**config.mk**
```make
export PLATFORM = sky130hd
export DESIGN_NAME = amu_div
export DESIGN_NICKNAME = d
export VERILOG_FILES = /design/src/hdl/amu_pkg.sv /design/src/hdl/amu_div.sv
export SDC_FILE = /design/constraint.sdc
export NUM_CORES = 1
export LEC_CHECK = 0
export BUFFER_PORTS_ARGS = -buffer_cell sky130_fd_sc_hd__clkbuf_2
export CAP_MARGIN = 25
export CORE_AREA = 2 2 189 331
export DETAILED_ROUTE_END_ITERATION = 10
export DIE_AREA = 0 0 191 333
export GPL_TIMING_DRIVEN = 1
export SLEW_MARGIN = 15
export SYNTH_ARGS = -nofsm -noshare
export SYNTH_HDL_FRONTEND = slang
export SYNTH_SLANG_ARGS = --single-unit
```
**constraint.sdc**
```tcl
create_clock -name clk -period 11.9 [get_ports clk]
set_clock_uncertainty 0.05 [all_clocks]
set_input_delay 2.38 -clock clk [delete_from_list [all_inputs] [get_ports clk]]
set_output_delay 2.38 -clock clk [all_outputs]
set_load 0.05 [all_outputs]
```
**src/hdl/amu_pkg.sv**
```systemverilog
// ----------------------------------------------------------------------------
// amu_pkg
// Types, constants and the per-action term program for the affine matrix unit.
// ----------------------------------------------------------------------------
package amu_pkg;

  typedef enum logic [2:0] {
    ACT_IDENTITY  = 3'd0,
    ACT_BUILD     = 3'd1,
    ACT_CONCAT    = 3'd2,
    ACT_INVERT    = 3'd3,
    ACT_TRANSLATE = 3'd4,
    ACT_SCALE     = 3'd5,
    ACT_ROTATE    = 3'd6,
    ACT_APPLY     = 3'd7
  } action_t;

  typedef enum logic [2:0] {
    ST_IDLE, ST_TRIG, ST_MUL, ST_RND, ST_ACC, ST_DSTART, ST_DIV, ST_DONE
  } state_t;

  typedef enum logic [1:0] {DV_IDLE, DV_PREP, DV_RUN, DV_FIN} div_state_t;

  typedef enum logic [2:0] {CR_IDLE, CR_RED, CR_ROT, CR_FIN, CR_DONE} cordic_state_t;

  typedef enum logic [4:0] {
    SRC_A, SRC_B, SRC_C, SRC_D, SRC_TX, SRC_TY,
    SRC_NA, SRC_NB, SRC_NC, SRC_ND,
    SRC_X, SRC_Y, SRC_AX, SRC_AY, SRC_SX, SRC_SY,
    SRC_CA, SRC_CB, SRC_CC, SRC_CD,
    SRC_COS, SRC_SIN, SRC_ONE
  } src_t;

  typedef enum logic [3:0] {
    DST_NONE, DST_A, DST_B, DST_C, DST_D, DST_TX, DST_TY, DST_PX, DST_PY, DST_DET
  } dst_t;

  typedef struct packed {
    src_t opa;
    src_t opb;
    logic trig;
    logic neg;
    dst_t dst;
    logic div;
    logic fin;
  } term_t;

  typedef struct packed {
    logic done;
    logic ovf;
  } div_stat_t;

  localparam int TRIG_FRAC = 30;
  localparam int ATAN_ENTRIES = 24;
  localparam logic signed [35:0] PI_Q30     = 36'sd3373259426;
  localparam logic signed [35:0] HALF_PI_Q30 = 36'sd1686629713;
  localparam logic signed [35:0] TWO_PI_Q30 = 36'sd6746518852;
  localparam logic signed [33:0] GAIN_Q30   = 34'sd652032874;

  localparam logic [31:0] ATAN_Q30 [ATAN_ENTRIES] = '{
    32'h3243F6A8, 32'h1DAC6705, 32'h0FADBAFC, 32'h07F56EA6, 32'h03FEAB76, 32'h01FFD55B,
    32'h00FFFAAA, 32'h007FFF55, 32'h003FFFEA, 32'h001FFFFD, 32'h000FFFFF, 32'h0007FFFF,
    32'h0003FFFF, 32'h0001FFFF, 32'h0000FFFF, 32'h00007FFF, 32'h00003FFF, 32'h00001FFF,
    32'h00000FFF, 32'h000007FF, 32'h000003FF, 32'h000001FF, 32'h000000FF, 32'h0000007F
  };

  function automatic term_t mk(src_t a, src_t b, logic trig, logic neg, dst_t dst,
                               logic dv, logic fin);
    term_t t;
    t.opa  = a;
    t.opb  = b;
    t.trig = trig;
    t.neg  = neg;
    t.dst  = dst;
    t.div  = dv;
    t.fin  = fin;
    return t;
  endfunction

  // one product term per step; dst closes a sum
  function automatic term_t term_desc(action_t act, logic [3:0] idx);
    term_t t;
    t = mk(SRC_ONE, SRC_ONE, 1'b0, 1'b0, DST_NONE, 1'b0, 1'b1);
    unique case (act)
      ACT_BUILD: begin
        case (idx)
          4'd0: t = mk(SRC_SX, SRC_COS, 1'b1, 1'b0, DST_A, 1'b0, 1'b0);
          4'd1: t = mk(SRC_SX, SRC_SIN, 1'b1, 1'b1, DST_B, 1'b0, 1'b0);
          4'd2: t = mk(SRC_SY, SRC_SIN, 1'b1, 1'b0, DST_C, 1'b0, 1'b0);
          4'd3: t = mk(SRC_SY, SRC_COS, 1'b1, 1'b0, DST_D, 1'b0, 1'b0);
          4'd4: t = mk(SRC_X, SRC_ONE, 1'b0, 1'b0, DST_NONE, 1'b0, 1'b0);
          4'd5: t = mk(SRC_NA, SRC_AX, 1'b0, 1'b1, DST_NONE, 1'b0, 1'b0);
          4'd6: t = mk(SRC_NC, SRC_AY, 1'b0, 1'b1, DST_TX, 1'b0, 1'b0);
          4'd7: t = mk(SRC_Y, SRC_ONE, 1'b0, 1'b0, DST_NONE, 1'b0, 1'b0);
          4'd8: t = mk(SRC_NB, SRC_AX, 1'b0, 1'b1, DST_NONE, 1'b0, 1'b0);
          default: t = mk(SRC_ND, SRC_AY, 1'b0, 1'b1, DST_TY, 1'b0, 1'b1);
        endcase
      end
      ACT_CONCAT: begin
        case (idx)
          4'd0:  t = mk(SRC_A, SRC_CA, 1'b0, 1'b0, DST_NONE, 1'b0, 1'b0);
          4'd1:  t = mk(SRC_B, SRC_CC, 1'b0, 1'b0, DST_A, 1'b0, 1'b0);
          4'd2:  t = mk(SRC_A, SRC_CB, 1'b0, 1'b0, DST_NONE, 1'b0, 1'b0);
          4'd3:  t = mk(SRC_B, SRC_CD, 1'b0, 1'b0, DST_B, 1'b0, 1'b0);
          4'd4:  t = mk(SRC_C, SRC_CA, 1'b0, 1'b0, DST_NONE, 1'b0, 1'b0);
          4'd5:  t = mk(SRC_D, SRC_CC, 1'b0, 1'b0, DST_C, 1'b0, 1'b0);
          4'd6:  t = mk(SRC_C, SRC_CB, 1'b0, 1'b0, DST_NONE, 1'b0, 1'b0);
          4'd7:  t = mk(SRC_D, SRC_CD, 1'b0, 1'b0, DST_D, 1'b0, 1'b0);
          4'd8:  t = mk(SRC_TX, SRC_CA, 1'b0, 1'b0, DST_NONE, 1'b0, 1'b0);
          4'd9:  t = mk(SRC_TY, SRC_CC, 1'b0, 1'b0, DST_NONE, 1'b0, 1'b0);
          4'd10: t = mk(SRC_X, SRC_ONE, 1'b0, 1'b0, DST_TX, 1'b0, 1'b0);
          4'd11: t = mk(SRC_TX, SRC_CB, 1'b0, 1'b0, DST_NONE, 1'b0, 1'b0);
          4'd12: t = mk(SRC_TY, SRC_CD, 1'b0, 1'b0, DST_NONE, 1'b0, 1'b0);
          default: t = mk(SRC_Y, SRC_ONE, 1'b0, 1'b0, DST_TY, 1'b0, 1'b1);
        endcase
      end
      ACT_INVERT: begin
        case (idx)
          4'd0: t = mk(SRC_A, SRC_D, 1'b0, 1'b0, DST_NONE, 1'b0, 1'b0);
          4'd1: t = mk(SRC_B, SRC_C, 1'b0, 1'b1, DST_DET, 1'b0, 1'b0);
          4'd2: t = mk(SRC_D, SRC_ONE, 1'b0, 1'b0, DST_A, 1'b1, 1'b0);
          4'd3: t = mk(SRC_B, SRC_ONE, 1'b0, 1'b1, DST_B, 1'b1, 1'b0);
          4'd4: t = mk(SRC_C, SRC_ONE, 1'b0, 1'b1, DST_C, 1'b1, 1'b0);
          4'd5: t = mk(SRC_A, SRC_ONE, 1'b0, 1'b0, DST_D, 1'b1, 1'b0);
          4'd6: t = mk(SRC_C, SRC_TY, 1'b0, 1'b0, DST_NONE, 1'b0, 1'b0);
          4'd7: t = mk(SRC_D, SRC_TX, 1'b0, 1'b1, DST_TX, 1'b1, 1'b0);
          4'd8: t = mk(SRC_B, SRC_TX, 1'b0, 1'b0, DST_NONE, 1'b0, 1'b0);
          default: t = mk(SRC_A, SRC_TY, 1'b0, 1'b1, DST_TY, 1'b1, 1'b1);
        endcase
      end
      ACT_TRANSLATE: begin
        case (idx)
          4'd0: t = mk(SRC_TX, SRC_ONE, 1'b0, 1'b0, DST_NONE, 1'b0, 1'b0);
          4'd1: t = mk(SRC_A, SRC_X, 1'b0, 1'b0, DST_NONE, 1'b0, 1'b0);
          4'd2: t = mk(SRC_C, SRC_Y, 1'b0, 1'b0, DST_TX, 1'b0, 1'b0);
          4'd3: t = mk(SRC_TY, SRC_ONE, 1'b0, 1'b0, DST_NONE, 1'b0, 1'b0);
          4'd4: t = mk(SRC_B, SRC_X, 1'b0, 1'b0, DST_NONE, 1'b0, 1'b0);
          default: t = mk(SRC_D, SRC_Y, 1'b0, 1'b0, DST_TY, 1'b0, 1'b1);
        endcase
      end
      ACT_SCALE: begin
        case (idx)
          4'd0: t = mk(SRC_A, SRC_SX, 1'b0, 1'b0, DST_A, 1'b0, 1'b0);
          4'd1: t = mk(SRC_B, SRC_SX, 1'b0, 1'b0, DST_B, 1'b0, 1'b0);
          4'd2: t = mk(SRC_C, SRC_SY, 1'b0, 1'b0, DST_C, 1'b0, 1'b0);
          default: t = mk(SRC_D, SRC_SY, 1'b0, 1'b0, DST_D, 1'b0, 1'b1);
        endcase
      end
      ACT_ROTATE: begin
        case (idx)
          4'd0: t = mk(SRC_A, SRC_COS, 1'b1, 1'b0, DST_NONE, 1'b0, 1'b0);
          4'd1: t = mk(SRC_C, SRC_SIN, 1'b1, 1'b0, DST_A, 1'b0, 1'b0);
          4'd2: t = mk(SRC_B, SRC_COS, 1'b1, 1'b0, DST_NONE, 1'b0, 1'b0);
          4'd3: t = mk(SRC_D, SRC_SIN, 1'b1, 1'b0, DST_B, 1'b0, 1'b0);
          4'd4: t = mk(SRC_C, SRC_COS, 1'b1, 1'b0, DST_NONE, 1'b0, 1'b0);
          4'd5: t = mk(SRC_A, SRC_SIN, 1'b1, 1'b1, DST_C, 1'b0, 1'b0);
          4'd6: t = mk(SRC_D, SRC_COS, 1'b1, 1'b0, DST_NONE, 1'b0, 1'b0);
          default: t = mk(SRC_B, SRC_SIN, 1'b1, 1'b1, DST_D, 1'b0, 1'b1);
        endcase
      end
      ACT_APPLY: begin
        case (idx)
          4'd0: t = mk(SRC_A, SRC_X, 1'b0, 1'b0, DST_NONE, 1'b0, 1'b0);
          4'd1: t = mk(SRC_C, SRC_Y, 1'b0, 1'b0, DST_NONE, 1'b0, 1'b0);
          4'd2: t = mk(SRC_TX, SRC_ONE, 1'b0, 1'b0, DST_PX, 1'b0, 1'b0);
          4'd3: t = mk(SRC_B, SRC_X, 1'b0, 1'b0, DST_NONE, 1'b0, 1'b0);
          4'd4: t = mk(SRC_D, SRC_Y, 1'b0, 1'b0, DST_NONE, 1'b0, 1'b0);
          default: t = mk(SRC_TY, SRC_ONE, 1'b0, 1'b0, DST_PY, 1'b0, 1'b1);
        endcase
      end
      default: t = mk(SRC_ONE, SRC_ONE, 1'b0, 1'b0, DST_NONE, 1'b0, 1'b1);
    endcase
    return t;
  endfunction

endpackage

```
**src/hdl/amu_div.sv**
```systemverilog
// ----------------------------------------------------------------------------
// amu_div
// Serial restoring divider: rounded fixed-point quotient, saturated to 32 bits.
// ----------------------------------------------------------------------------
module amu_div #(
  parameter int ACC_W     = 52,
  parameter int FRAC_BITS = 16
) (
  input  logic                    clk,
  input  logic                    rst,
  input  logic                    start,
  input  logic signed [ACC_W-1:0] num,
  input  logic signed [ACC_W-1:0] den,
  output amu_pkg::div_stat_t      stat,
  output logic signed [31:0]      q
);

  localparam int QW = 33;
  localparam int NW = ACC_W + FRAC_BITS + 1;

  amu_pkg::div_state_t state, state_next;

  logic [ACC_W-1:0] mn;
  logic [ACC_W-1:0] md;
  logic             neg;
  logic             ovf_r;
  logic [QW-1:0]    nlow;
  logic [QW-1:0]    qr;
  logic [ACC_W:0]   rem;
  logic [5:0]       cnt;

  logic [NW-1:0]    nfull;
  logic [NW-1:0]    hi;
  logic [ACC_W:0]   rem2;
  logic             fits;
  logic             q_big_neg;
  logic             q_big_pos;

  assign nfull = ({(FRAC_BITS + 1)'(0), mn} << FRAC_BITS) + NW'(md >> 1);
  assign hi    = nfull >> QW;
  assign rem2  = {rem[ACC_W-1:0], nlow[QW-1]};
  assign fits  = rem2 >= {1'b0, md};

  assign q_big_neg = qr > QW'(33'h0_8000_0000);
  assign q_big_pos = qr > QW'(33'h0_7FFF_FFFF);

  always_comb begin
    stat.done = (state == amu_pkg::DV_FIN);
    stat.ovf  = ovf_r || (neg ? q_big_neg : q_big_pos);
    if (stat.ovf) begin
      q = neg ? 32'sh8000_0000 : 32'sh7FFF_FFFF;
    end else if (neg) begin
      q = -$signed(qr[31:0]);
    end else begin
      q = $signed(qr[31:0]);
    end
  end

  always_ff @(posedge clk) begin
    if (rst) begin
      state <= amu_pkg::DV_IDLE;
    end else begin
      state <= state_next;
    end
  end

  always_comb begin
    state_next = state;
    unique case (state)
      amu_pkg::DV_IDLE: begin
        if (start) begin
          state_next = amu_pkg::DV_PREP;
        end
      end
      amu_pkg::DV_PREP: begin
        state_next = (hi >= NW'(md)) ? amu_pkg::DV_FIN : amu_pkg::DV_RUN;
      end
      amu_pkg::DV_RUN: begin
        if (cnt == '0) begin
          state_next = amu_pkg::DV_FIN;
        end
      end
      amu_pkg::DV_FIN: state_next = amu_pkg::DV_IDLE;
      default:         state_next = amu_pkg::DV_IDLE;
    endcase
  end

  always_ff @(posedge clk) begin
    case (state)
      amu_pkg::DV_IDLE: begin
        if (start) begin
          neg <= num[ACC_W-1] ^ den[ACC_W-1];
          mn  <= num[ACC_W-1] ? ACC_W'(-num) : ACC_W'(num);
          md  <= den[ACC_W-1] ? ACC_W'(-den) : ACC_W'(den);
        end
      end
      amu_pkg::DV_PREP: begin
        ovf_r <= hi >= NW'(md);
        rem   <= (ACC_W + 1)'(hi);
        nlow  <= nfull[QW-1:0];
        qr    <= '0;
        cnt   <= 6'(QW - 1);
      end
      amu_pkg::DV_RUN: begin
        rem  <= fits ? (rem2 - {1'b0, md}) : rem2;
        qr   <= {qr[QW-2:0], fits};
        nlow <= {nlow[QW-2:0], 1'b0};
        cnt  <= cnt - 1'b1;
      end
      default: ;
    endcase
  end

endmodule

```
== After elaboration in Yosys (flattened, before gate mapping) ==
Index checks and enable logic that the tools add are counted.

* Register bits after elaboration: 232
* Bits of input ports: 107
* Word-level logic and storage cells: 48

* Add/subtract/negate cells: 6
* Order comparisons: 4
* Equality and inequality tests: 5
* Muxes and demuxes: 15
* Bitwise gates (word level): 1
* Reduce and logical (&&, ||, !) cells: 6

{| class="wikitable"
|+ Operators with widths
! cell !! count
|-
| 33-bit case mux with 2 select lines || 2
|-
| 52-bit negation || 2
|-
| 52-bit case mux with 2 select lines || 1
|-
| 51-bit 2-to-1 mux || 2
|-
| 32-bit 2-to-1 mux || 3
|-
| 68-bit by 51-bit adder with 69-bit output || 1
|-
| 53-bit by 52-bit greater-or-equal comparator with 1-bit output || 1
|-
| 36-bit by 52-bit greater-or-equal comparator with 1-bit output || 1
|-
| 52-bit 2-to-1 mux || 1
|-
| 52-bit subtractor || 1
|-
| 33-bit by 31-bit greater-than comparator with 1-bit output (second input constant) || 1
|-
| 33-bit by 32-bit greater-than comparator with 1-bit output (second input constant) || 1
|-
| 32-bit negation || 1
|-
| 6-bit case mux with 2 select lines || 1
|-
| 2-bit case mux with 4 select lines || 1
|-
| 6-bit zero test || 1
|-
| 6-bit by 1-bit subtractor with 6-bit output (second input constant) || 1
|-
| 2-bit == test (second input constant) || 2
|-
| 2-bit 2-to-1 mux || 2
|-
| 2-bit != test (second input constant) || 2
|-
| 2-bit AND reduction || 2
|-
| 2-bit by 1-bit == test with 1-bit output (second input constant) || 1
|-
| 2-bit zero test || 1
|-
| 1-bit 2-to-1 mux || 2
|-
| other kinds (3) || 3
|}

== Longest topological paths before layout ==
* Word-level depth: 4
* Mapped depth: 22
* Gate-level depth less buffers: 22

== Least setup slack after synthesis ==
No wires, ideal clock.

* Path kind: register to output
* Start: reg qr[0]
* End: out q[11]
* Arrival: 4.179 ns
* Data required time: 9.470 ns
* Slack: 5.291 ns
* Cell stages (with the launch flop): 14
* Buffers on the path: 2
* Cells stage by stage: edfxtp_1 > inv_1 > ha_1 > or3b_2 > or3_1 > or2_2 > nor4_1 > nand3b_1 > a21oi_1 > clkbuf_1 > inv_1 > clkbuf_1 > a21o_1 > a21oi_1

{| class="wikitable"
|+ RTL lines
! item !! RTL line !! source
|-
| start, declared || amu_div.sv:28 || <nowiki>logic [QW-1:0] qr;</nowiki>
|-
| start signal, assigned || amu_div.sv:106 || <nowiki>qr <= {qr[QW-2:0], fits};</nowiki>
|-
| end, declared || amu_div.sv:15 || <nowiki>output logic signed [31:0] q</nowiki>
|}

== Worst setup path in the final report ==
* Start: reg qr[0]
* End: out q[5]

* Cells in the longest elaborated chain, start to end: 4
* Elaborated cells on any way between the ends: 7
* Those cells by class: add/sub: 1; order compare: 2; mux: 3; reduce/logical: 1

{| class="wikitable"
|+ RTL lines
! item !! RTL line !! source
|-
| 33-bit by 31-bit greater-than comparator with 1-bit output or 33-bit by 32-bit greater-than comparator with 1-bit output (tied branches) || amu_div.sv:45, amu_div.sv:44 ||
|-
| 1-bit 2-to-1 mux || amu_div.sv:49 || <nowiki>stat.ovf = ovf_r || (neg ? q_big_neg : q_big_pos);</nowiki>
|-
| 1-bit logical OR || amu_div.sv:49 ||
|-
| 32-bit 2-to-1 mux (*) || amu_div.sv:50 || <nowiki>if (stat.ovf) begin</nowiki>
|}

Mark *: on every way between the ends. The rest lies on a longest branch, timed or not.

==> reports/metrics.cfg <==
[power_and_ir_drop]
seq_power_share_pct = 28.5
switchingPower_mw = 2.84
swShare_pct = 46.9
power_density_nw_per_um2 = 295
comb_power_share_pct = 58.0
internal_power_mw = 3.22
total_power_mw = 6.06
p_leak_nw = 8.02
clkPwrFrac_pct = 13.6
ir_drop_uv = 165

[clocking]
postCtsSetupRepairBufs = 0
cts_inserted_buffers = 25
cts_root_buf = clkbuf_16
cts_hold_buf = 0
htreeDepth = 1
cts_buffer_depth = 3
cts_tree = done
clk_pin_slew_worst_paths_ns = 0.07
cts_resized = 0
clk_latency_ns = 0.58
cts.sink_count = 232

[timing]
tns_ns = 0
fin_crit_sh_pct = 62.8
grt_setup_unrepaired = no
fmax_mhz = 134
finalCriticalPeriod_ns = 7.48
maxSlewHeadroom_pct = 31.1
setup_viol = 0
hold_viol = 0
max_slew.worst_pin.slew_ns = 1.03
slew_viol_final = 0

[placement]
dp_hpwl_um = 43600
portBuffers = 140
place_area_um2 = 19700
gp_congestion = 0.946
placed_cells = 2849

[outcome]
status = finished clean

[synth]
yosysWarningCount = 0
synth-main-ff-cell = edfxtp_1
synth-edff-count = 230
yosysUniqueCellTypes = 76
syn_inst = 1980
yosysSeqAreaShare_pct = 38.3
synth-seq-cells = 232
syn_nets = 2222
postSynthAreaPerCell_um2 = 9.16
mappedNetlistArea_um2 = 18100
synthArstFlopShare_pct = 0

[die]
num_io_pins = 141
die_height_um = 333
start_util_pct = 29.8
placementRows = 120
die_x_um = 191
die-area_um2 = 63600
core_area_um2 = 60800

[layout]
layout-drive-gt1-share_pct = 10.9
final_cell_count_no_fill = 2893
n_fill_cell = 6260
antennaDiodeCount = 0
final_cell_area_um2 = 20500
regArea_um2 = 6950
fin_util_pct = 33.8
multi_input_area_um2 = 10500
layout.nets = 2326
area_growth_pct = 13.3

[drt]
viasPerCell = 5.31
drtIter0Drc = 845
first_pass_iters = 5
drc_errors = 0
vias = 15400
wire_per_inst_um = 19.0
ant_nets = 0
routed_wl_um = 55000

[hold_path]
hp-start = nlow[0]
holdPathEnd = nlow[1]
worstHoldPathType = reg2reg
hold-path-cell-count = 2

[job]
maxCapViolations = 0

[worst_setup_path]
cp_data_required_time_ns = 9.47
end_kind = output port
r2r_end = ovf_r
crit_type = reg2out
r2r-start = md[17]
crit_chain = inv_1 -> ha_1 -> or3b_2 -> or3_1 -> or2_2 -> nor4_1 -> nand3b_1 -> a21oi_2 -> buf_4 -> inv_1 -> nor2_1 -> a31oi_1 -> nor2_1 -> a21oi_1 -> clkbuf_2
rrSetupSlack_ns = 5.86
cpPeakStageDelay_ns = 0.63
cp_slowest_cell = nor2_1
reg2regPathDepth = 20
cp-start-kind = flop
crit_arrival_ns = 5.05
cpLargestDelayFamily = simple AND/OR/NAND/NOR gates
worst-path-buf-inv = 4
worstPathMaxFanout = 29

[global_routing]
antenna_found_initial = 0
grt.overflow.total = 0
grt_pass1_vias = 15700
grt_max_degree = 77
grt_pass1_wl_um = 85000
track_usage_pct = 17.1

registers in the layout, summed over array words and instances (netlist names):
signal,cells
cnt,6
rem,52
neg,1
nlow,33
md,52
mn,52
qr,33
state,2
ovf_r,1
worst max path at each step:
stage          start  endpoint  slack (ns)  depth (start not counted)
6_report       qr[0]      q[5]        4.42                         15
3_5_place_dp   qr[0]      q[5]        5.06                         15
4_1_cts        qr[0]      q[5]        4.43                         15
2_1_floorplan  qr[0]     q[11]        5.29                         13
3_3_place_gp   qr[0]      q[5]        5.20                         15
5_1_grt        qr[1]     q[28]        4.10                         15
power by group through the flow:
| stage | Combinational, mW | Clock, mW | Sequential, mW |
|---|---|---|---|
| after global routing | 3.89 | 0.874 | 1.75 |
| after global placement | 3.41 | 0 | 1.73 |
| after detailed placement | 3.49 | 0 | 1.73 |
| after CTS | 3.51 | 0.846 | 1.72 |
| after floorplan | 2.63 | 0 | 1.65 |
| final | 3.51 | 0.823 | 1.72 |
synth_stat cells (all sizes together) (5+ instances only):
| master | count | area, µm² |
|---|---|---|
| clkbuf | 71 | 267 |
| o21a | 17 | 128 |
| o41ai | 18 | 176 |
| nand2 | 212 | 796 |
| inv | 106 | 398 |
| and3 | 18 | 113 |
| nor4 | 22 | 144 |
| a21oi | 175 | 876 |
| and2 | 25 | 156 |
| o31ai | 35 | 268 |
| nor2 | 136 | 510 |
| a21boi | 7 | 52.6 |
| or2 | 9 | 56.3 |
| mux2 | 20 | 225 |
| a211oi | 12 | 90.1 |
| nor2b | 15 | 93.8 |
| a31oi | 17 | 106 |
| xor2 | 39 | 342 |
| xnor2 | 159 | 1390 |
| nand4 | 38 | 238 |
| nand4b | 5 | 58.8 |
| or4 | 28 | 221 |
| nand2b | 15 | 101 |
| nand3 | 39 | 195 |
| o211ai | 9 | 67.6 |
| or3 | 24 | 155 |
| nand3b | 6 | 45.0 |
| edfxtp | 230 | 6910 |
| ha | 133 | 1660 |
| mux2i | 36 | 360 |
| nor3 | 34 | 170 |
| buf | 5 | 22.5 |
| o21ai | 146 | 731 |
| a21o | 52 | 390 |
| o21bai | 8 | 60.1 |
placed cells by master, fill, tap and decap left out, drive strengths merged, types with 5 or more instances in the layout:
| master | n |
|---|---|
| edfxtp | 230 |
| nand2 | 212 |
| a21oi | 175 |
| clkbuf | 170 |
| xnor2 | 159 |
| o21ai | 146 |
| nor2 | 136 |
| ha | 133 |
| inv | 108 |
| a21o | 52 |
| nand3 | 39 |
| xor2 | 39 |
| nand4 | 38 |
| mux2i | 36 |
| o31ai | 35 |
| nor3 | 34 |
| or4 | 28 |
| and2 | 25 |
| or3 | 24 |
| nor4 | 22 |
| mux2 | 20 |
| and3 | 18 |
| o41ai | 18 |
| a31oi | 17 |
| o21a | 17 |
| nor2b | 15 |
| nand2b | 15 |
| buf | 13 |
| a211oi | 12 |
| o211ai | 9 |
| or2 | 9 |
| o21bai | 8 |
| a21boi | 7 |
| nand3b | 6 |
| clkinv | 6 |
| nand4b | 5 |
stage by stage:
stage	setup WS [ns]	hold WS, ns
finish	4.42	0.482
global route	4.10	0.507
CTS	4.43	0.484
detailed placement	5.06	0.466
global placement	5.20	0.456
floorplan	5.29	0.448
worst min-delay path, stage by stage (launching register included):
cell and delay (ns):
edfxtp_1 0.32, nand2_1 0.04, o21ai_0 0.06
metal layers:
| layer | global-route usage [%] | share of wire, % |
|---|---|---|
| met5 | 0 | 0 |
| met4 | 10.7 | 6.8 |
| met3 | 1.76 | 3.5 |
| met2 | 33.7 | 55 |
| met1 | 16.5 | 35 |
area by class of cell:
| class | count | area share [%] |
|---|---|---|
| inverter | 107 | 1.95 |
| clock buffer | 30 | 3.14 |
| clock inverter | 13 | 0.919 |
| tap | 793 | 4.83 |
| sequential | 232 | 33.8 |
| timing repair buffer | 153 | 4.04 |
| multi-input combinational | 1565 | 51.3 |
kinds of logic (layout without fill, tap and decap cells):
| logic type | Yosys count | count (layout) | synth area share, % |
|---|---|---|---|
| and+or+nand+nor | 639 | 639 | 17.5 |
| muxes | 56 | 56 | 3.23 |
| buffers and inverters | 183 | 303 | 3.81 |
| xor gates and xnor gates | 198 | 198 | 9.56 |
| adders and majority gates | 135 | 135 | 9.40 |
| AOI/OAI and AO/OA | 537 | 537 | 18.2 |
| DFF | 232 | 232 | 38.3 |
Power figures use the tool's default switching activity.
